<file path="config.mk">
export PLATFORM = sky130hd
export DESIGN_NAME = lcc_datapath
export DESIGN_NICKNAME = d
export VERILOG_FILES = /design/src/hdl/lcc_pkg.sv /design/src/hdl/lcc_datapath.sv
export SDC_FILE = /design/constraint.sdc
export NUM_CORES = 2
export LEC_CHECK = 0
export BUFFER_PORTS_ARGS = -buffer_cell sky130_fd_sc_hd__buf_2
export CORE_MARGIN = 2
export CORE_UTILIZATION = 45
export CTS_CLUSTER_SIZE = 40
export DETAILED_ROUTE_END_ITERATION = 10
export PLACE_DENSITY = 0.61
export SETUP_SLACK_MARGIN = 0.2
export SLEW_MARGIN = 20
export SYNTH_ARGS = -nofsm -noshare
export SYNTH_HDL_FRONTEND = slang
export SYNTH_SLANG_ARGS = --single-unit
export TNS_END_PERCENT = 30
</file>
<file path="constraint.sdc">
create_clock -name i_clk -period 25.3 [get_ports i_clk]
set_input_delay 3.795 -clock i_clk [delete_from_list [all_inputs] [get_ports i_clk]]
set_output_delay 3.795 -clock i_clk [all_outputs]
set_load 0.01 [all_outputs]
</file>
<file path="src/hdl/lcc_pkg.sv">
// Shared types, constants and step table for the lattice coordinate converter.
package lcc_pkg;

    localparam int COORD_WIDTH = 40;
    localparam int FRAC_BITS   = 24;
    // cofactor width and wide accumulator / divider width
    localparam int CW = 2 * COORD_WIDTH + 1;
    localparam int DW = 3 * COORD_WIDTH + FRAC_BITS + 4;

    localparam logic [1:0] OP_LOAD = 2'd0;
    localparam logic [1:0] OP_F2C  = 2'd1;
    localparam logic [1:0] OP_C2F  = 2'd2;

    localparam logic [1:0] STAT_OK       = 2'd0;
    localparam logic [1:0] STAT_SINGULAR = 2'd1;
    localparam logic [1:0] STAT_SAT      = 2'd2;

    localparam logic [4:0] STEP_COF_END = 5'd18;
    localparam logic [4:0] STEP_DET_END = 5'd21;

    typedef struct packed {
        logic [1:0]                    op;
        logic [1:0]                    row_index;
        logic signed [COORD_WIDTH-1:0] vec_x;
        logic signed [COORD_WIDTH-1:0] vec_y;
        logic signed [COORD_WIDTH-1:0] vec_z;
    } t_in_word;

    typedef struct packed {
        logic signed [COORD_WIDTH-1:0] out_x;
        logic signed [COORD_WIDTH-1:0] out_y;
        logic signed [COORD_WIDTH-1:0] out_z;
        logic [1:0]                    status;
    } t_out_word;

    typedef enum logic [1:0] {SRC_LAT, SRC_VEC, SRC_COF} t_src;
    typedef enum logic [2:0] {P_NONE, P_COF, P_DET, P_FIN1, P_FIN2} t_post;

    typedef enum logic [2:0] {
        S_IDLE, S_MAC_GO, S_MAC_WAIT, S_POST, S_DET_CHK, S_DIV_WAIT, S_FIT, S_OUT
    } t_state;

    typedef struct packed {
        t_src       a_src;
        logic [3:0] a_idx;
        t_src       b_src;
        logic [3:0] b_idx;
        logic       sub;
        logic       clr;
        t_post      post;
        logic [3:0] p_idx;
    } t_step;

    typedef struct packed {
        logic       capture;
        logic       load_row;
        logic       mac_start;
        t_step      step;
        logic       store_cof;
        logic       store_det;
        logic       shift;
        logic       div_start;
        logic       fit;
        logic [1:0] comp;
        logic       load_out;
        logic       singular;
    } t_cmd;

    typedef struct packed {
        logic mac_busy;
        logic mac_done;
        logic div_busy;
        logic div_done;
        logic det_zero;
        logic out_full;
    } t_stat;

    function automatic logic [1:0] f_div3(input logic [3:0] x);
        return (x >= 4'd6) ? 2'd2 : ((x >= 4'd3) ? 2'd1 : 2'd0);
    endfunction

    function automatic logic [1:0] f_inc3(input logic [1:0] x);
        return (x == 2'd2) ? 2'd0 : x + 2'd1;
    endfunction

    function automatic logic [3:0] f_rc(input logic [1:0] r, input logic [1:0] c);
        return {2'b00, r} * 4'd3 + {2'b00, c};
    endfunction

    // Step k of a conversion: one multiply-accumulate and what follows it.
    function automatic t_step f_step(input logic c2f, input logic [4:0] k);
        t_step      s;
        logic [3:0] m;
        logic [1:0] i, j, r1, r2, c1, c2;
        s  = '0;
        m  = '0;
        i  = '0;
        j  = '0;
        r1 = '0;
        r2 = '0;
        c1 = '0;
        c2 = '0;
        if (!c2f) begin
            m = k[3:0];
            j = f_div3(m);
            i = 2'(m - f_rc(2'd0, j) * 4'd3);
            s.a_src = SRC_VEC;
            s.a_idx = {2'b00, i};
            s.b_src = SRC_LAT;
            s.b_idx = f_rc(i, j);
            s.clr   = (i == 2'd0);
            s.post  = (i == 2'd2) ? P_FIN1 : P_NONE;
            s.p_idx = {2'b00, j};
        end else if (k < STEP_COF_END) begin
            m  = k[4:1];
            i  = f_div3(m);
            j  = 2'(m - f_rc(2'd0, i) * 4'd3);
            r1 = f_inc3(i);
            r2 = f_inc3(r1);
            c1 = f_inc3(j);
            c2 = f_inc3(c1);
            s.a_src = SRC_LAT;
            s.b_src = SRC_LAT;
            s.p_idx = m;
            if (!k[0]) begin
                s.a_idx = f_rc(r1, c1);
                s.b_idx = f_rc(r2, c2);
                s.clr   = 1'b1;
                s.post  = P_NONE;
            end else begin
                s.a_idx = f_rc(r1, c2);
                s.b_idx = f_rc(r2, c1);
                s.sub   = 1'b1;
                s.post  = P_COF;
            end
        end else if (k < STEP_DET_END) begin
            j = 2'(k - STEP_COF_END);
            s.a_src = SRC_COF;
            s.a_idx = {2'b00, j};
            s.b_src = SRC_LAT;
            s.b_idx = {2'b00, j};
            s.clr   = (j == 2'd0);
            s.post  = (j == 2'd2) ? P_DET : P_NONE;
        end else begin
            m = 4'(k - STEP_DET_END);
            j = f_div3(m);
            i = 2'(m - f_rc(2'd0, j) * 4'd3);
            s.a_src = SRC_COF;
            s.a_idx = f_rc(j, i);
            s.b_src = SRC_VEC;
            s.b_idx = {2'b00, i};
            s.clr   = (i == 2'd0);
            s.post  = (i == 2'd2) ? P_FIN2 : P_NONE;
            s.p_idx = {2'b00, j};
        end
        return s;
    endfunction

endpackage

</file>
<file path="src/hdl/lcc_datapath.sv">
// Datapath: lattice and cofactor registers, serial multiplier, divider, saturation.
module lcc_datapath (
    input  logic              i_clk,
    input  logic              i_rst_n,
    input  lcc_pkg::t_in_word i_data,
    input  lcc_pkg::t_cmd     i_cmd,
    output lcc_pkg::t_stat    o_stat,
    output logic              o_valid,
    output lcc_pkg::t_out_word o_data,
    input  logic              i_stall
);
    import lcc_pkg::*;

    localparam int MCW = $clog2(COORD_WIDTH);
    localparam int DCW = $clog2(DW);
    localparam logic [MCW-1:0] MCNT_LAST = MCW'(COORD_WIDTH - 1);
    localparam logic [DCW-1:0] DCNT_LAST = DCW'(DW - 1);

    logic signed [COORD_WIDTH-1:0] r_lat [9];
    logic signed [COORD_WIDTH-1:0] r_vec [3];
    logic signed [CW-1:0]          r_cof [9];
    logic signed [COORD_WIDTH-1:0] r_res [3];
    logic signed [DW-1:0]          r_det;
    logic signed [DW-1:0]          r_acc;
    logic [DW-1:0]                 r_ma;
    logic [COORD_WIDTH-1:0]        r_mb;
    logic [MCW-1:0]                r_mcnt;
    logic                          r_msub, r_mbusy, r_mdone;
    logic [DW-1:0]                 r_dn, r_dd, r_dr, r_dq;
    logic [DCW-1:0]                r_dcnt;
    logic                          r_dbusy, r_ddone, r_neg, r_sat, r_oval;
    t_out_word                     r_out;

    logic [DW-1:0]          a_op, term, mterm, rem2, num, fv, shq;
    logic signed [DW-1:0]   acc_sh;
    logic [COORD_WIDTH-1:0] b_op, fval;
    logic [DW-COORD_WIDTH:0] hi;
    logic                   mlast, mneg, ge, fits;
    logic [3:0]             row_base;

    always_comb begin
        unique case (i_cmd.step.a_src)
            SRC_LAT: a_op = {{(DW-COORD_WIDTH){r_lat[i_cmd.step.a_idx][COORD_WIDTH-1]}},
                             r_lat[i_cmd.step.a_idx]};
            SRC_VEC: a_op = {{(DW-COORD_WIDTH){r_vec[i_cmd.step.a_idx[1:0]][COORD_WIDTH-1]}},
                             r_vec[i_cmd.step.a_idx[1:0]]};
            SRC_COF: a_op = {{(DW-CW){r_cof[i_cmd.step.a_idx][CW-1]}},
                             r_cof[i_cmd.step.a_idx]};
            default: a_op = '0;
        endcase
        unique case (i_cmd.step.b_src)
            SRC_LAT: b_op = r_lat[i_cmd.step.b_idx];
            SRC_VEC: b_op = r_vec[i_cmd.step.b_idx[1:0]];
            default: b_op = '0;
        endcase
    end

    // shift-add step; the sign bit of b has negative weight
    assign term  = r_mb[0] ? r_ma : '0;
    assign mlast = (r_mcnt == MCNT_LAST);
    assign mneg  = r_msub ^ mlast;
    assign mterm = mneg ? ~term : term;

    assign rem2 = {r_dr[DW-2:0], r_dn[DW-1]};
    assign ge   = (rem2 >= r_dd);
    assign num  = r_acc <<< FRAC_BITS;
    // arithmetic shift floors; bump negatives with dropped bits toward zero
    assign acc_sh = r_acc >>> FRAC_BITS;
    assign shq    = acc_sh + DW'(r_acc[DW-1] && (r_acc[FRAC_BITS-1:0] != '0));

    assign fv   = r_neg ? -r_dq : r_dq;
    assign hi   = fv[DW-1:COORD_WIDTH-1];
    assign fits = (&hi) || !(|hi);
    assign fval = fits ? fv[COORD_WIDTH-1:0] :
                  (fv[DW-1] ? {1'b1, {(COORD_WIDTH-1){1'b0}}}
                            : {1'b0, {(COORD_WIDTH-1){1'b1}}});
    assign row_base = f_rc(i_data.row_index, 2'd0);

    always_ff @(posedge i_clk) begin
        if (!i_rst_n) begin
            for (int k = 0; k < 9; k++) r_lat[k] <= '0;
            r_mbusy <= 1'b0;
            r_mdone <= 1'b0;
            r_dbusy <= 1'b0;
            r_ddone <= 1'b0;
            r_oval  <= 1'b0;
            r_sat   <= 1'b0;
        end else begin
            r_mdone <= 1'b0;
            r_ddone <= 1'b0;
            if (i_cmd.load_row && (i_data.row_index != 2'd3)) begin
                r_lat[row_base]        <= i_data.vec_x;
                r_lat[row_base + 4'd1] <= i_data.vec_y;
                r_lat[row_base + 4'd2] <= i_data.vec_z;
            end
            if (i_cmd.capture) r_sat <= 1'b0;
            else if (i_cmd.fit && !fits) r_sat <= 1'b1;
            if (i_cmd.mac_start) begin
                r_mbusy <= 1'b1;
            end else if (r_mbusy && mlast) begin
                r_mbusy <= 1'b0;
                r_mdone <= 1'b1;
            end
            if (i_cmd.div_start) begin
                r_dbusy <= 1'b1;
            end else if (r_dbusy && (r_dcnt == DCNT_LAST)) begin
                r_dbusy <= 1'b0;
                r_ddone <= 1'b1;
            end
            if (i_cmd.load_out) r_oval <= 1'b1;
            else if (r_oval && !i_stall) r_oval <= 1'b0;
        end
    end

    always_ff @(posedge i_clk) begin
        if (i_cmd.capture) begin
            r_vec[0] <= i_data.vec_x;
            r_vec[1] <= i_data.vec_y;
            r_vec[2] <= i_data.vec_z;
        end
        if (i_cmd.mac_start) begin
            r_ma   <= a_op;
            r_mb   <= b_op;
            r_msub <= i_cmd.step.sub;
            r_mcnt <= '0;
            if (i_cmd.step.clr) r_acc <= '0;
        end else if (r_mbusy) begin
            r_acc  <= r_acc + mterm + DW'(mneg);
            r_ma   <= r_ma << 1;
            r_mb   <= r_mb >> 1;
            r_mcnt <= r_mcnt + 1'b1;
        end
        if (i_cmd.store_cof) r_cof[i_cmd.step.p_idx] <= r_acc[CW-1:0];
        if (i_cmd.store_det) r_det <= r_acc;
        if (i_cmd.shift) begin
            r_dq  <= shq;
            r_neg <= 1'b0;
        end else if (i_cmd.div_start) begin
            r_dn   <= num[DW-1] ? -num : num;
            r_dd   <= r_det[DW-1] ? -r_det : r_det;
            r_dr   <= '0;
            r_dq   <= '0;
            r_neg  <= num[DW-1] ^ r_det[DW-1];
            r_dcnt <= '0;
        end else if (r_dbusy) begin
            r_dr   <= ge ? rem2 - r_dd : rem2;
            r_dq   <= {r_dq[DW-2:0], ge};
            r_dn   <= r_dn << 1;
            r_dcnt <= r_dcnt + 1'b1;
        end
        if (i_cmd.fit) r_res[i_cmd.comp] <= fval;
        if (i_cmd.load_out) begin
            r_out.out_x  <= i_cmd.singular ? '0 : r_res[0];
            r_out.out_y  <= i_cmd.singular ? '0 : r_res[1];
            r_out.out_z  <= i_cmd.singular ? '0 : r_res[2];
            r_out.status <= i_cmd.singular ? STAT_SINGULAR : (r_sat ? STAT_SAT : STAT_OK);
        end
    end

    assign o_stat.mac_busy = r_mbusy;
    assign o_stat.mac_done = r_mdone;
    assign o_stat.div_busy = r_dbusy;
    assign o_stat.div_done = r_ddone;
    assign o_stat.det_zero = (r_det == '0);
    assign o_stat.out_full = r_oval;
    assign o_valid = r_oval;
    assign o_data  = r_out;

endmodule

</file>
==> summary by stage <==
Status
The run finished with clean final reports.

Synth
Counting every instance in the synthesized netlist gives 13,100. The number of synthesized register bits is 2,804. The mean area per synthesized cell is roughly 12 µm². The Yosys step of the flow raised 0 warnings.

Of the synthesized area, sequential elements account for 0.545. The number of flops mapped to enable cells by yosys is ~2,800. Summing every instance area after synthesis gives 0.154 mm². The fraction of registers with async set/reset is 0. The netlist uses 98 different library cells. The most used flip-flop cell after synthesis is edfxtp_1.

Timing
The largest clock skew in the final design is between 80 and 90 ps. The count of final hold-check violations is 0. Summed over all failing endpoints, the final setup total negative slack is 0 ps. The maximum clock frequency is ~0.1 GHz. The final setup violation count is 0. The worst path in the final design needs a cycle of 10,010 ps, including I/O delays and setup.

The max-slew violation total from the final report is 0. Dividing the final minimum period by the clock period gives 0.396. For the pin with the worst max-slew slack, the measured transition is ~1200 ps. Setup repair after global routing left no endpoint under its margin.

The worst slew margin relative to its limit is 0.174. The final worst hold slack is 444 ps.

Pwr
Of the total power, the clock network draws 0.315. For this design the ratio of total power to cell area is 83.6 mW/mm². Of the total power, the share spent switching nets is 0.328. The worst vdd rail ir drop is ~0.057 mV. The share of total power dissipated in combinational logic is 0.248.

The static leakage is between 50 and 60 nW. The internal power of the cells totals 9.54 mW. The relative contribution of sequential cells to total power is 0.437. The switching power of the nets is 4.65 mW.

Worst setup path
STA puts the critical path data arrival time at 6210 ps. The capturing element type of the critical path is an output pin. The flop-to-flop setup slack is 16,680 ps.

The classification of the worst setup path is reg -> out. The endpoint identified for the worst register-to-register timing path is r_acc[133]. STA puts the critical path data required time at between 20,000 and 25,000 ps. The beginning of the worst register-to-register path is r_mcnt[0]. The depth of the most critical reg-to-reg path is 22. The largest fanout of any net on the critical path is 8. In this run the worst setup path begins at r_det[3].

STA classifies the critical path startpoint as a flip-flop.

Detailed routing
Across all layers, the routed design uses 110,000 vias. For this run, design rule violations remaining after detail routing come to 0. The total iterations of the first detailed-routing run is 8. The routed wire length is 495 mm. The number of design-rule violations left by the first detailed-router iteration is 12,600.

Using the TritonRoute via totals, the vias-per-cell ratio works out to 6.21. The post-detailed-route count of antenna-violating nets is 0. The per-cell routed wire length is 28.0 µm.

Global route
Global routing finished with a remaining overflow of 0. The overall track demand over capacity in global routing is 0.278. The largest net degree at the start of global routing is 152. The first global-routing pass estimated 722 mm of wire. For this run, global-route usage on met1 was measured as 0.377.

The layer flagged by global routing as most heavily used is met2. The global-route met2 utilization is 0.440. The number of global-route vias before repair is 107,000. The routing usage on met3 is 0.0587. The number of antenna violations at the first check in global routing was between 50 and 60.

CTS
TritonCTS built the clock tree. Buffers inserted to repair hold after CTS numbered 0. The buffer levels on the longest clock path is 4. The clock transition at the registers of the reported paths is about 60 ps.

The number of gates given a new drive strength after cts is 0. The TritonCTS sink count is 2,804. Clock latency on the worst-skew pair, taken at its later pin, is 950 ps. The number of buffers created by CTS is ~310.

After clock tree synthesis, the setup repair step added 0 buffers. The depth of the CTS H-tree is 5. The root buffer cell chosen for the clock tree is clkbuf_16.

Layout
After filler insertion, the fill cell instance count of the layout stands at 29,600. Of the cells placed in the final design, the portion with a size suffix greater than 1 is 0.140. The register cell area after layout is 0.0841 mm².

Leaving out fill and tap cells, the most frequent cell in the layout is edfxtp_1. In the final design database the tool counted around 13,000 nets. The finished cells cover 0.170 mm². The synthesis-to-layout area growth is 10.1%. In the layout the commonest cells are edfxtp_1 (2,791), nand2_1 (1,390), nor2_1 (827). The multi-input combinational cells in the finished layout cover a total of approximately 0.065 mm².

Floorplanning
The count of standard-cell rows is between 200 and 250. The core region is about 0.34 mm². The floorplan step set the die height to 589 µm. 289 I/O pins were placed.

Measured along the x axis, the die boundary spans 589 µm. The initial core utilization is 0.453. The total die area is 0.347 mm².

Placed design
The standard cell area after detailed placement is 0.160 mm². The count of input and output buffers is 283. The final weighted congestion in routability-driven placement is 0.981. The half-perimeter wire length after placement is about 330 mm.

Flow run
The tool flagged a number of max-cap violations equal to 0.

Hold path
The depth of the worst hold-timing path is 2. The startpoint identified for the worst hold timing path is r_sat. The path class of the lowest-slack min-delay path is reg -> reg. The worst hold endpoint is r_sat.
sequential cells by signal, summed over array words and instances, names as in the netlist, 6 cells and up:
signal	count
o_data	122
r_acc	148
r_cof	729
r_dcnt	8
r_dd	148
r_det	148
r_dn	124
r_dq	148
r_dr	147
r_lat	640
r_ma	148
r_mb	40
r_mcnt	6
r_res	120
r_vec	120
power by group through the flow:
stage	clock network (mW)	registers (mW)	logic, mW
after floorplan	0	6.09	2.37
after global placement	0	6.25	3.43
after detailed placement	0	6.27	3.46
after CTS	4.55	6.18	3.47
after global routing	4.71	6.23	3.82
final	4.47	6.20	3.52
metal layers:
layer / part of all wire / wire length [µm]
met1: 0.41 / 203000
met2: 0.46 / 227000
met3: 0.090 / 44400
met4: 0.041 / 20300
met5: 0.00097 / 481
how the worst max path moves through the flow:
| stage | end | slack (ps) | depth (start not counted) |
|---|---|---|---|
| after floorplan | r_dcnt[0] | 8170 | 5 |
| after global placement | o_stat[1] | 16280 | 13 |
| after detailed placement | o_stat[1] | 16230 | 13 |
| after CTS | o_stat[1] | 15200 | 13 |
| after global routing | o_stat[1] | 15010 | 13 |
| final | o_stat[1] | 15290 | 13 |
critical path: stages, from the launching register on:
cell and delay (ps):
edfxtp_1 470, nor4_2 380, nand3b_1 130, or4_1 460, or4_1 540, or3_1 520
or2_2 480, nor2_1 240, nand4_1 210, nor2_1 350, nand2_1 110, or3_1 350
nor3b_1 740, buf_2 290
cell type report:
cell class / instances / area share
multi-input combinational: 8784 / 0.382
tap: 4536 / 0.0334
inverter: 469 / 0.0104
sequential: 2804 / 0.495
clock buffer: 384 / 0.0484
clock inverter: 174 / 0.00961
antenna: 33 / 0.000487
timing repair buffer: 517 / 0.0199
kinds of logic after synthesis:
family                   share of synthesized area
AO/OA/AOI/OAI                                0.108
XOR/XNOR                                    0.0537
other                                    0.0000243
flip-flops                                   0.545
AND/OR/NAND/NOR                              0.114
multiplexers                                 0.116
adder cells (fa/ha/maj)                     0.0255
buffers and inverters                       0.0382
Yosys cell counts, drive strengths merged (161+ instances only):
cell | instances | area share
xnor2 | 438 | 0.025
nor2b | 161 | 0.0065
nand2 | 1402 | 0.034
nor3 | 176 | 0.0057
mux2 | 169 | 0.012
ha | 311 | 0.025
nand4 | 239 | 0.0097
clkbuf | 952 | 0.023
mux4 | 562 | 0.082
edfxtp | 2791 | 0.54
nor2 | 838 | 0.020
xor2 | 508 | 0.029
a21oi | 786 | 0.026
inv | 468 | 0.011
o21ai | 770 | 0.025
mux2i | 326 | 0.021
nand3 | 163 | 0.0053
through the flow:
step                std cells  power, mW   util  setup WS [ps]
finish                  17700       14.2  0.499          15290
global route            17700       14.8  0.498          15010
CTS                     17700       14.2  0.498          15200
detailed placement      17100       9.73  0.469          16230
global placement        17100       9.69  0.469          16280
floorplan               13100       8.46      -           8170
Power figures use the tool's default switching activity.
