[config.mk]
export PLATFORM = sky130hd
export DESIGN_NAME = lcc_controller
export DESIGN_NICKNAME = d
export VERILOG_FILES = /design/src/hdl/lcc_pkg.sv /design/src/hdl/lcc_controller.sv
export SDC_FILE = /design/constraint.sdc
export NUM_CORES = 1
export LEC_CHECK = 0
export BUFFER_PORTS_ARGS = -buffer_cell sky130_fd_sc_hd__buf_2
export CAP_MARGIN = 25
export CORE_MARGIN = 3
export CORE_UTILIZATION = 25
export CTS_BUF_LIST = sky130_fd_sc_hd__clkbuf_8
export CTS_CLUSTER_DIAMETER = 30
export DETAILED_ROUTE_END_ITERATION = 10
export PLACE_DENSITY = 0.42
export SKIP_LAST_GASP = 1
export SLEW_MARGIN = 0
export SYNTH_ARGS = -nofsm -noshare
export SYNTH_HDL_FRONTEND = slang
export SYNTH_SLANG_ARGS = --single-unit
[constraint.sdc]
create_clock -name i_clk -period 6.4 [get_ports i_clk]
set_clock_uncertainty 0.15 [all_clocks]
set_input_delay 0.96 -clock i_clk [delete_from_list [all_inputs] [get_ports i_clk]]
set_output_delay 0.96 -clock i_clk [all_outputs]
set_load 0.01 [all_outputs]
[src/hdl/lcc_pkg.sv]
// Shared types, constants and step table for the lattice coordinate converter.
package lcc_pkg;

    localparam int COORD_WIDTH = 40;
    localparam int FRAC_BITS   = 24;
    // cofactor width and wide accumulator / divider width
    localparam int CW = 2 * COORD_WIDTH + 1;
    localparam int DW = 3 * COORD_WIDTH + FRAC_BITS + 4;

    localparam logic [1:0] OP_LOAD = 2'd0;
    localparam logic [1:0] OP_F2C  = 2'd1;
    localparam logic [1:0] OP_C2F  = 2'd2;

    localparam logic [1:0] STAT_OK       = 2'd0;
    localparam logic [1:0] STAT_SINGULAR = 2'd1;
    localparam logic [1:0] STAT_SAT      = 2'd2;

    localparam logic [4:0] STEP_COF_END = 5'd18;
    localparam logic [4:0] STEP_DET_END = 5'd21;

    typedef struct packed {
        logic [1:0]                    op;
        logic [1:0]                    row_index;
        logic signed [COORD_WIDTH-1:0] vec_x;
        logic signed [COORD_WIDTH-1:0] vec_y;
        logic signed [COORD_WIDTH-1:0] vec_z;
    } t_in_word;

    typedef struct packed {
        logic signed [COORD_WIDTH-1:0] out_x;
        logic signed [COORD_WIDTH-1:0] out_y;
        logic signed [COORD_WIDTH-1:0] out_z;
        logic [1:0]                    status;
    } t_out_word;

    typedef enum logic [1:0] {SRC_LAT, SRC_VEC, SRC_COF} t_src;
    typedef enum logic [2:0] {P_NONE, P_COF, P_DET, P_FIN1, P_FIN2} t_post;

    typedef enum logic [2:0] {
        S_IDLE, S_MAC_GO, S_MAC_WAIT, S_POST, S_DET_CHK, S_DIV_WAIT, S_FIT, S_OUT
    } t_state;

    typedef struct packed {
        t_src       a_src;
        logic [3:0] a_idx;
        t_src       b_src;
        logic [3:0] b_idx;
        logic       sub;
        logic       clr;
        t_post      post;
        logic [3:0] p_idx;
    } t_step;

    typedef struct packed {
        logic       capture;
        logic       load_row;
        logic       mac_start;
        t_step      step;
        logic       store_cof;
        logic       store_det;
        logic       shift;
        logic       div_start;
        logic       fit;
        logic [1:0] comp;
        logic       load_out;
        logic       singular;
    } t_cmd;

    typedef struct packed {
        logic mac_busy;
        logic mac_done;
        logic div_busy;
        logic div_done;
        logic det_zero;
        logic out_full;
    } t_stat;

    function automatic logic [1:0] f_div3(input logic [3:0] x);
        return (x >= 4'd6) ? 2'd2 : ((x >= 4'd3) ? 2'd1 : 2'd0);
    endfunction

    function automatic logic [1:0] f_inc3(input logic [1:0] x);
        return (x == 2'd2) ? 2'd0 : x + 2'd1;
    endfunction

    function automatic logic [3:0] f_rc(input logic [1:0] r, input logic [1:0] c);
        return {2'b00, r} * 4'd3 + {2'b00, c};
    endfunction

    // Step k of a conversion: one multiply-accumulate and what follows it.
    function automatic t_step f_step(input logic c2f, input logic [4:0] k);
        t_step      s;
        logic [3:0] m;
        logic [1:0] i, j, r1, r2, c1, c2;
        s  = '0;
        m  = '0;
        i  = '0;
        j  = '0;
        r1 = '0;
        r2 = '0;
        c1 = '0;
        c2 = '0;
        if (!c2f) begin
            m = k[3:0];
            j = f_div3(m);
            i = 2'(m - f_rc(2'd0, j) * 4'd3);
            s.a_src = SRC_VEC;
            s.a_idx = {2'b00, i};
            s.b_src = SRC_LAT;
            s.b_idx = f_rc(i, j);
            s.clr   = (i == 2'd0);
            s.post  = (i == 2'd2) ? P_FIN1 : P_NONE;
            s.p_idx = {2'b00, j};
        end else if (k < STEP_COF_END) begin
            m  = k[4:1];
            i  = f_div3(m);
            j  = 2'(m - f_rc(2'd0, i) * 4'd3);
            r1 = f_inc3(i);
            r2 = f_inc3(r1);
            c1 = f_inc3(j);
            c2 = f_inc3(c1);
            s.a_src = SRC_LAT;
            s.b_src = SRC_LAT;
            s.p_idx = m;
            if (!k[0]) begin
                s.a_idx = f_rc(r1, c1);
                s.b_idx = f_rc(r2, c2);
                s.clr   = 1'b1;
                s.post  = P_NONE;
            end else begin
                s.a_idx = f_rc(r1, c2);
                s.b_idx = f_rc(r2, c1);
                s.sub   = 1'b1;
                s.post  = P_COF;
            end
        end else if (k < STEP_DET_END) begin
            j = 2'(k - STEP_COF_END);
            s.a_src = SRC_COF;
            s.a_idx = {2'b00, j};
            s.b_src = SRC_LAT;
            s.b_idx = {2'b00, j};
            s.clr   = (j == 2'd0);
            s.post  = (j == 2'd2) ? P_DET : P_NONE;
        end else begin
            m = 4'(k - STEP_DET_END);
            j = f_div3(m);
            i = 2'(m - f_rc(2'd0, j) * 4'd3);
            s.a_src = SRC_COF;
            s.a_idx = f_rc(j, i);
            s.b_src = SRC_VEC;
            s.b_idx = {2'b00, i};
            s.clr   = (i == 2'd0);
            s.post  = (i == 2'd2) ? P_FIN2 : P_NONE;
            s.p_idx = {2'b00, j};
        end
        return s;
    endfunction

endpackage

[src/hdl/lcc_controller.sv]
// Controller: sequences multiply steps, division, saturation and output load.
module lcc_controller (
    input  logic           i_clk,
    input  logic           i_rst_n,
    input  logic           i_valid,
    input  logic [1:0]     i_op,
    output logic           o_stall,
    output lcc_pkg::t_cmd  o_cmd,
    input  lcc_pkg::t_stat i_stat
);
    import lcc_pkg::*;

    t_state     r_state, n_state;
    logic [4:0] r_step, n_step;
    logic       r_c2f, r_sing, n_sing;
    t_step      step;

    assign step    = f_step(r_c2f, r_step);
    assign o_stall = (r_state != S_IDLE);

    always_ff @(posedge i_clk) begin
        if (!i_rst_n) begin
            r_state <= S_IDLE;
            r_step  <= '0;
            r_c2f   <= 1'b0;
            r_sing  <= 1'b0;
        end else begin
            r_state <= n_state;
            r_step  <= n_step;
            r_sing  <= n_sing;
            if (r_state == S_IDLE && i_valid) r_c2f <= (i_op == OP_C2F);
        end
    end

    always_comb begin
        n_state = r_state;
        n_step  = r_step;
        n_sing  = r_sing;
        unique case (r_state)
            S_IDLE: begin
                n_step = '0;
                n_sing = 1'b0;
                if (i_valid && (i_op == OP_F2C || i_op == OP_C2F)) n_state = S_MAC_GO;
            end
            S_MAC_GO:   n_state = S_MAC_WAIT;
            S_MAC_WAIT: if (i_stat.mac_done) n_state = S_POST;
            S_POST: begin
                unique case (step.post)
                    P_FIN1: n_state = S_FIT;
                    P_FIN2: n_state = S_DIV_WAIT;
                    P_DET: begin
                        n_state = S_DET_CHK;
                        n_step  = r_step + 5'd1;
                    end
                    default: begin
                        n_state = S_MAC_GO;
                        n_step  = r_step + 5'd1;
                    end
                endcase
            end
            S_DET_CHK: begin
                if (i_stat.det_zero) begin
                    n_state = S_OUT;
                    n_sing  = 1'b1;
                end else begin
                    n_state = S_MAC_GO;
                end
            end
            S_DIV_WAIT: if (i_stat.div_done) n_state = S_FIT;
            S_FIT: begin
                if (step.p_idx[1:0] == 2'd2) begin
                    n_state = S_OUT;
                end else begin
                    n_state = S_MAC_GO;
                    n_step  = r_step + 5'd1;
                end
            end
            S_OUT: if (!i_stat.out_full) n_state = S_IDLE;
            default: n_state = S_IDLE;
        endcase
    end

    always_comb begin
        o_cmd          = '0;
        o_cmd.step     = step;
        o_cmd.comp     = step.p_idx[1:0];
        o_cmd.singular = r_sing;
        unique case (r_state)
            S_IDLE: begin
                o_cmd.capture  = i_valid;
                o_cmd.load_row = i_valid && (i_op == OP_LOAD);
            end
            S_MAC_GO: o_cmd.mac_start = 1'b1;
            S_POST: begin
                o_cmd.store_cof = (step.post == P_COF);
                o_cmd.store_det = (step.post == P_DET);
                o_cmd.shift     = (step.post == P_FIN1);
                o_cmd.div_start = (step.post == P_FIN2);
            end
            S_FIT: o_cmd.fit      = 1'b1;
            S_OUT: o_cmd.load_out = !i_stat.out_full;
            default: ;
        endcase
    end

`ifndef SYNTHESIS
    a_mac_idle: assert property (@(posedge i_clk) disable iff (!i_rst_n)
        o_cmd.mac_start |-> !i_stat.mac_busy)
        else $error("multiply started while busy");
    a_div_idle: assert property (@(posedge i_clk) disable iff (!i_rst_n)
        o_cmd.div_start |-> !i_stat.div_busy && !i_stat.mac_busy)
        else $error("divide started while busy");
    a_out_free: assert property (@(posedge i_clk) disable iff (!i_rst_n)
        o_cmd.load_out |-> !i_stat.out_full)
        else $error("result overwritten");
    a_done_wait: assert property (@(posedge i_clk) disable iff (!i_rst_n)
        i_stat.mac_done |-> r_state == S_MAC_WAIT)
        else $error("multiply finished outside wait state");
`endif

endmodule

==> flow_summary.json, run 1 <==
{
  "syn_avg_cell_area_um2": 7.38,
  "max_freq_mhz": 186,
  "reg2reg_depth": 16,
  "async_reset_ff_share_pct": 0,
  "vias": 1817,
  "grt_pass1_vias": 1720,
  "cts-root-buf": "clkbuf_8",
  "antenna_cells": 0,
  "drt-vias-per-instance": 4.86,
  "fin_area_um2": 2090,
  "synth_warnings": 0,
  "boundaryPins": 45,
  "setup_ws_ns": 1.03,
  "synth_area_leaders": "ha_1 (15%), dfxtp_1 (11%), fa_1 (5.5%), nand2_1 (5.3%), nor2_1 (5.3%)",
  "drv_slew": 0,
  "cts.sinks": 10,
  "core_um2": 6940,
  "crit_fanout": 20,
  "period_share_pct": 83.9,
  "critical_path_class": "reg -> out",
  "antenna_found_initial": 0,
  "num_rows": 30,
  "dr.pass1.iters": 4,
  "totalWireLength_um": 5180,
  "p_leak_nw": 1.03,
  "chipHeight_um": 91.6,
  "syn_area_um2": 1830,
  "cts_hold_buffers": 0,
  "setup.worst_path.end_class": "output port",
  "hold_class": "reg -> reg",
  "synth_commonest_cells": "nand2_1 (26), nor2_1 (26), inv_1 (23), ha_1 (22), o21ai_0 (16)",
  "synth_top_area_cell": "ha_1",
  "hpwl_um": 4180,
  "grt_pass1_wl_um": 8630,
  "fill_cells": 791,
  "port_buffers": 41,
  "whs_ns": 0.326,
  "hold-path-cell-count": 2,
  "setup_tns_ns": 0,
  "drv_cap": 0,
  "globalRouteTotalUtil_pct": 12.5,
  "routabilityCongestion": 0.764,
  "critPathRequiredTime_ns": 5.29,
  "syn-instance-count": 248,
  "startpoint_type": "flop",
  "p_total_mw": 0.295,
  "synth_enable_flop_cells": 0,
  "drc": 0,
  "die_width_um": 91.6,
  "cts_setup_buffers": 0,
  "initial_core_util_pct": 26.4,
  "dieArea_um2": 8390,
  "ys.flop_type": "dfxtp_1",
  "ys_seq_area_share_pct": 10.9,
  "fin_nets": 318,
  "r2r_slack_ns": 2.06,
  "grt_max_degree": 22,
  "synth_seq_cells": 10,
  "drive_above_1_share_pct": 20.5,
  "cts_tree": "built",
  "ir_drop_v": 0.000120,
  "clk_latency_ns": 0.24,
  "synth_cell_types": 56,
  "syn_to_final_growth_pct": 14.1,
  "drt_iter0_markers": 130,
  "cts_resized": 0,
  "regArea_um2": 200,
  "cts_buffer_depth": 2,
  "multi_input_area_um2": 1430,
  "cp_data_arrival_time_ns": 4.26,
  "synth_top_area_share_pct": 15.0,
  "antenna_left": 0,
  "powerDensity_nw_per_um2": 141,
  "syn_nets": 286,
  "period_needed_ns": 5.37,
  "post_drt_wl_per_cell_um": 13.9,
  "setup_viol": 0,
  "max_slew.worst_pin.slew_ns": 0.771,
  "placed_cell_area_um2": 2050,
  "hold_violations": 0,
  "clk_pin_slew_ns": 0.04,
  "overflow": 0,
  "cts_buffers": 3,
  "pre_cts_ws_ns": 1.27,
  "h-tree-depth": 1,
  "status": "finished clean",
  "rsz0062_at_grt": "no",
  "max_slew_margin_pct": 48.5
}
==> power by group <==
| group | total (mW) | switching, mW | internal (mW) | leakage [nW] |
|---|---|---|---|---|
| clock | 0.0649 | 0.0238 | 0.0411 | 0.0216 |
| sequential | 0.0800 | 0.0136 | 0.0664 | 0.0812 |
| combinational | 0.150 | 0.0858 | 0.0641 | 0.925 |
| total | 0.295 | 0.123 | 0.172 | 1.03 |
==> state kept, by name, summed over array words and instances, names as in the netlist <==
name     count
r_state      3
r_c2f        1
r_sing       1
r_step       5
==> worst max-delay path: stages (launching register included) <==
cell     delay (ns)
dfxtp_1        0.81
ha_1           0.36
nor2_1         0.08
nor2_1         0.21
ha_1           0.28
ha_1           0.29
xnor2_1        0.36
inv_1          0.16
fa_1           0.50
ha_1           0.22
fa_1           0.38
a22o_1         0.23
buf_2          0.13
==> cell families (layout without fill, tap and decap cells) <==
family | count (synthesis) | after routing | synth area share (%)
adders and majority gates | 27 | 27 | 20.5
other | 1 | 1 | 0.205
DFF | 10 | 10 | 10.9
AOI/OAI and AO/OA | 64 | 64 | 24.0
muxes | 4 | 4 | 2.32
and+or+nand+nor | 88 | 88 | 23.6
xor gates and xnor gates | 15 | 15 | 7.18
buffers and inverters | 39 | 69 | 11.2
==> stage by stage <==
stage	instances	utilization [%]
2_1_floorplan	248	-
3_5_place_dp	371	29.5
6_report	374	30.1
5_1_grt	374	30.1
4_1_cts	374	30.1
3_3_place_gp	371	29.5
==> per-layer routing <==
metal	routed length (um)	vias up	GRT usage, %
met5	0	-	0
met4	0	0	1.13
met3	218	0	1.91
met2	2410	40	20.8
met1	2550	856	17.6
li1	-	921	-
==> final timing paths <==
kind                            startpoint        end
worst max-delay path             r_step[0]  o_cmd[21]
worst min-delay path                r_sing     r_sing
worst max register to register   r_step[0]  r_step[3]
worst min register to register      r_sing     r_sing
==> cells in the final DEF (no fill, tap or decap), types with 4 or more instances in the layout <==
cell,n
o21ai_0,16
xor2_1,6
nor3_1,8
inv_1,23
xnor2_1,9
buf_2,41
and3_1,4
nand2_1,26
ha_1,22
a21oi_1,14
nand3_1,5
fa_1,5
nor2b_1,4
nor2_1,26
dfxtp_1,10
and2_1,4
a31oi_1,6
==> cell type report <==
| type | instances | area share, % |
|---|---|---|
| multi-input cells | 199 | 68.2 |
| repair buffers | 42 | 10.2 |
| flip-flops and latches | 10 | 9.58 |
| well taps | 96 | 5.75 |
| inverters | 24 | 4.31 |
| clock buffers | 3 | 1.98 |
No activity file was read; power rests on OpenSTA's default activity.
==> run 2, diff against run 1 <==
clock period = 5.35 ns   (was 6.4 ns; I/O delays follow)
==> run 2 against run 1 <==
Against the previous run: non-clock buffer count up 4; critical path type unchanged; sequential power up 11%; cell area is 1.4% higher; core utilization grew 0.43 points; first-iteration DRC count decreased by 25%; worst hold slack improved by 0.0032 ns; die area stayed put; routed wire length is 1.7% higher; power grew 20%; sequential share of layout area fell by 0.14 points; setup slack got worse by 0.52 ns; combinational power is 25% higher.
==> flow_summary.json, run 2 (synthesis results as in run 1) <==
{
  "setup.worst_path.end_class": "output port",
  "vias": 1792,
  "setup_viol": 0,
  "critical_path_class": "reg -> out",
  "cts_setup_buffers": 0,
  "reg.largest.list": "r_step (5), r_state (3)",
  "startpoint_type": "flop",
  "boundaryPins": 45,
  "grt_use_met2_pct": 20.6,
  "antenna_left": 0,
  "path_common_cell": "ha_1",
  "max_slew_margin_pct": 59.4,
  "hold_class": "reg -> reg",
  "whs_ns": 0.329,
  "drv_slew": 0,
  "die_width_um": 91.6,
  "totalWireLength_um": 5270,
  "max_freq_mhz": 207,
  "post_drt_wl_per_cell_um": 13.9,
  "cts.sinks": 10,
  "cts_buffer_depth": 2,
  "routabilityCongestion": 0.790,
  "antenna_found_initial": 0,
  "reg2reg_depth": 16,
  "top_usage_layer": "met2",
  "cts_tree": "built",
  "pwr-share-seq_pct": 25.2,
  "clk_latency_ns": 0.23,
  "crit_family": "adder cells",
  "cts_hold_buffers": 0,
  "cp_data_arrival_time_ns": 3.89,
  "h-tree-depth": 1,
  "clk_pin_slew_ns": 0.05,
  "drc": 0,
  "grt_pass1_wl_um": 8800,
  "grt_pass1_vias": 1788,
  "largest_reg_flops": 5,
  "cp_cell_sequence": "ha_1, nor2_1, nor2_1, ha_1, ha_1, nor2_1, xnor2_1, xnor2_1, inv_1, fa_1, ha_1, fa_1, a22o_1, buf_2",
  "drt-vias-per-instance": 4.74,
  "powerDensity_nw_per_um2": 167,
  "chipHeight_um": 91.6,
  "num_rows": 30,
  "ir_drop_v": 0.000120,
  "initial_core_util_pct": 26.4,
  "drive_above_1_share_pct": 21.6,
  "period_share_pct": 90.5,
  "pwr-share-comb_pct": 53.0,
  "grt_max_degree": 20,
  "globalRouteTotalUtil_pct": 12.6,
  "layout_commonest_cell": "buf_2",
  "drv_cap": 0,
  "grtUsageMet1_pct": 18.2,
  "dieArea_um2": 8390,
  "hold_violations": 0,
  "cp_slowest_cell": "dfxtp_1",
  "core_um2": 6940,
  "critPathRequiredTime_ns": 4.40,
  "path_buf_inv": 2,
  "internal-power_mw": 0.206,
  "drt_iter0_markers": 97,
  "period_needed_ns": 4.84,
  "fin_nets": 322,
  "setup_tns_ns": 0,
  "status": "finished clean",
  "cp.depth": 14,
  "hold-path-cell-count": 2,
  "mostFrequentLayoutCells": "buf_2 (41), nor2_1 (26), nand2_1 (26)",
  "p_sw_share_pct": 41.6,
  "met3_usage_pct": 2.24,
  "p_leak_nw": 1.05,
  "rsz0062_at_grt": "no",
  "hpwl_um": 4220,
  "crit_fanout": 8,
  "port_buffers": 41,
  "syn_to_final_growth_pct": 15.8,
  "cts-root-buf": "clkbuf_8",
  "antenna_cells": 0,
  "max_slew.worst_pin.slew_ns": 0.609,
  "overflow": 0,
  "slowest_delay_ns": 0.51,
  "dr.pass1.iters": 4,
  "power_switching_mw": 0.147,
  "cts_buffers": 3,
  "pwr-share-clk_pct": 21.8,
  "top_register": "r_step",
  "cts_resized": 0
}
-- run 2: layout make-up --
cell class	instances	area, um2
Tap cell	96	120
Timing Repair Buffer	46	243
Sequential cell	10	200
Multi-Input combinational cell	199	1430
Inverter	24	90.1
Clock buffer	3	41.3
Fill cell	777	4820
-- run 2: final timing paths --
path,startpoint,to,slack (ns)
worst max-delay path,r_step[1],o_cmd[21],0.51
worst min-delay path,r_sing,r_sing,0.33
worst max register to register,r_step[1],r_step[3],1.31
worst min register to register,r_sing,r_sing,0.33
-- run 2: per-layer routing --
metal  share of wire [%]  vias to the layer above
li1                    -                      928
met1                  52                      834
met2                  45                       30
met3                 3.3                        0
met4                   0                        0
met5                   0                        -
-- run 2: stage by stage --
stage / cell area, um2 / utilization, % / cells / worst slack, ns / total power, mW
6_report: 2120 / 30.5 / 378 / 0.507 / 0.353
5_1_grt: 2120 / 30.5 / 378 / 0.229 / 0.387
4_1_cts: 2120 / 30.5 / 378 / 0.515 / 0.358
3_5_place_dp: 2080 / 29.9 / 375 / 0.765 / 0.279
3_3_place_gp: 2080 / 29.9 / 375 / 0.815 / 0.280
2_1_floorplan: 1830 / - / 248 / 1.14 / 0.225
-- run 2: worst min-delay path: cells and delay by family, from the launching register on --
family	cells	cell delay, ns
and+or+nand+nor	1	0.08
DFF	1	0.32
AOI/OAI and AO/OA	1	0.04
-- run 2: power by group through the flow --
stage                     Sequential (mW)  Combinational [mW]  Clock [mW]
after floorplan                    0.0850               0.140           0
after global placement             0.0899               0.190           0
after detailed placement           0.0904               0.188           0
after CTS                          0.0889               0.190      0.0796
after global routing               0.0900               0.212      0.0845
final                              0.0890               0.187      0.0772
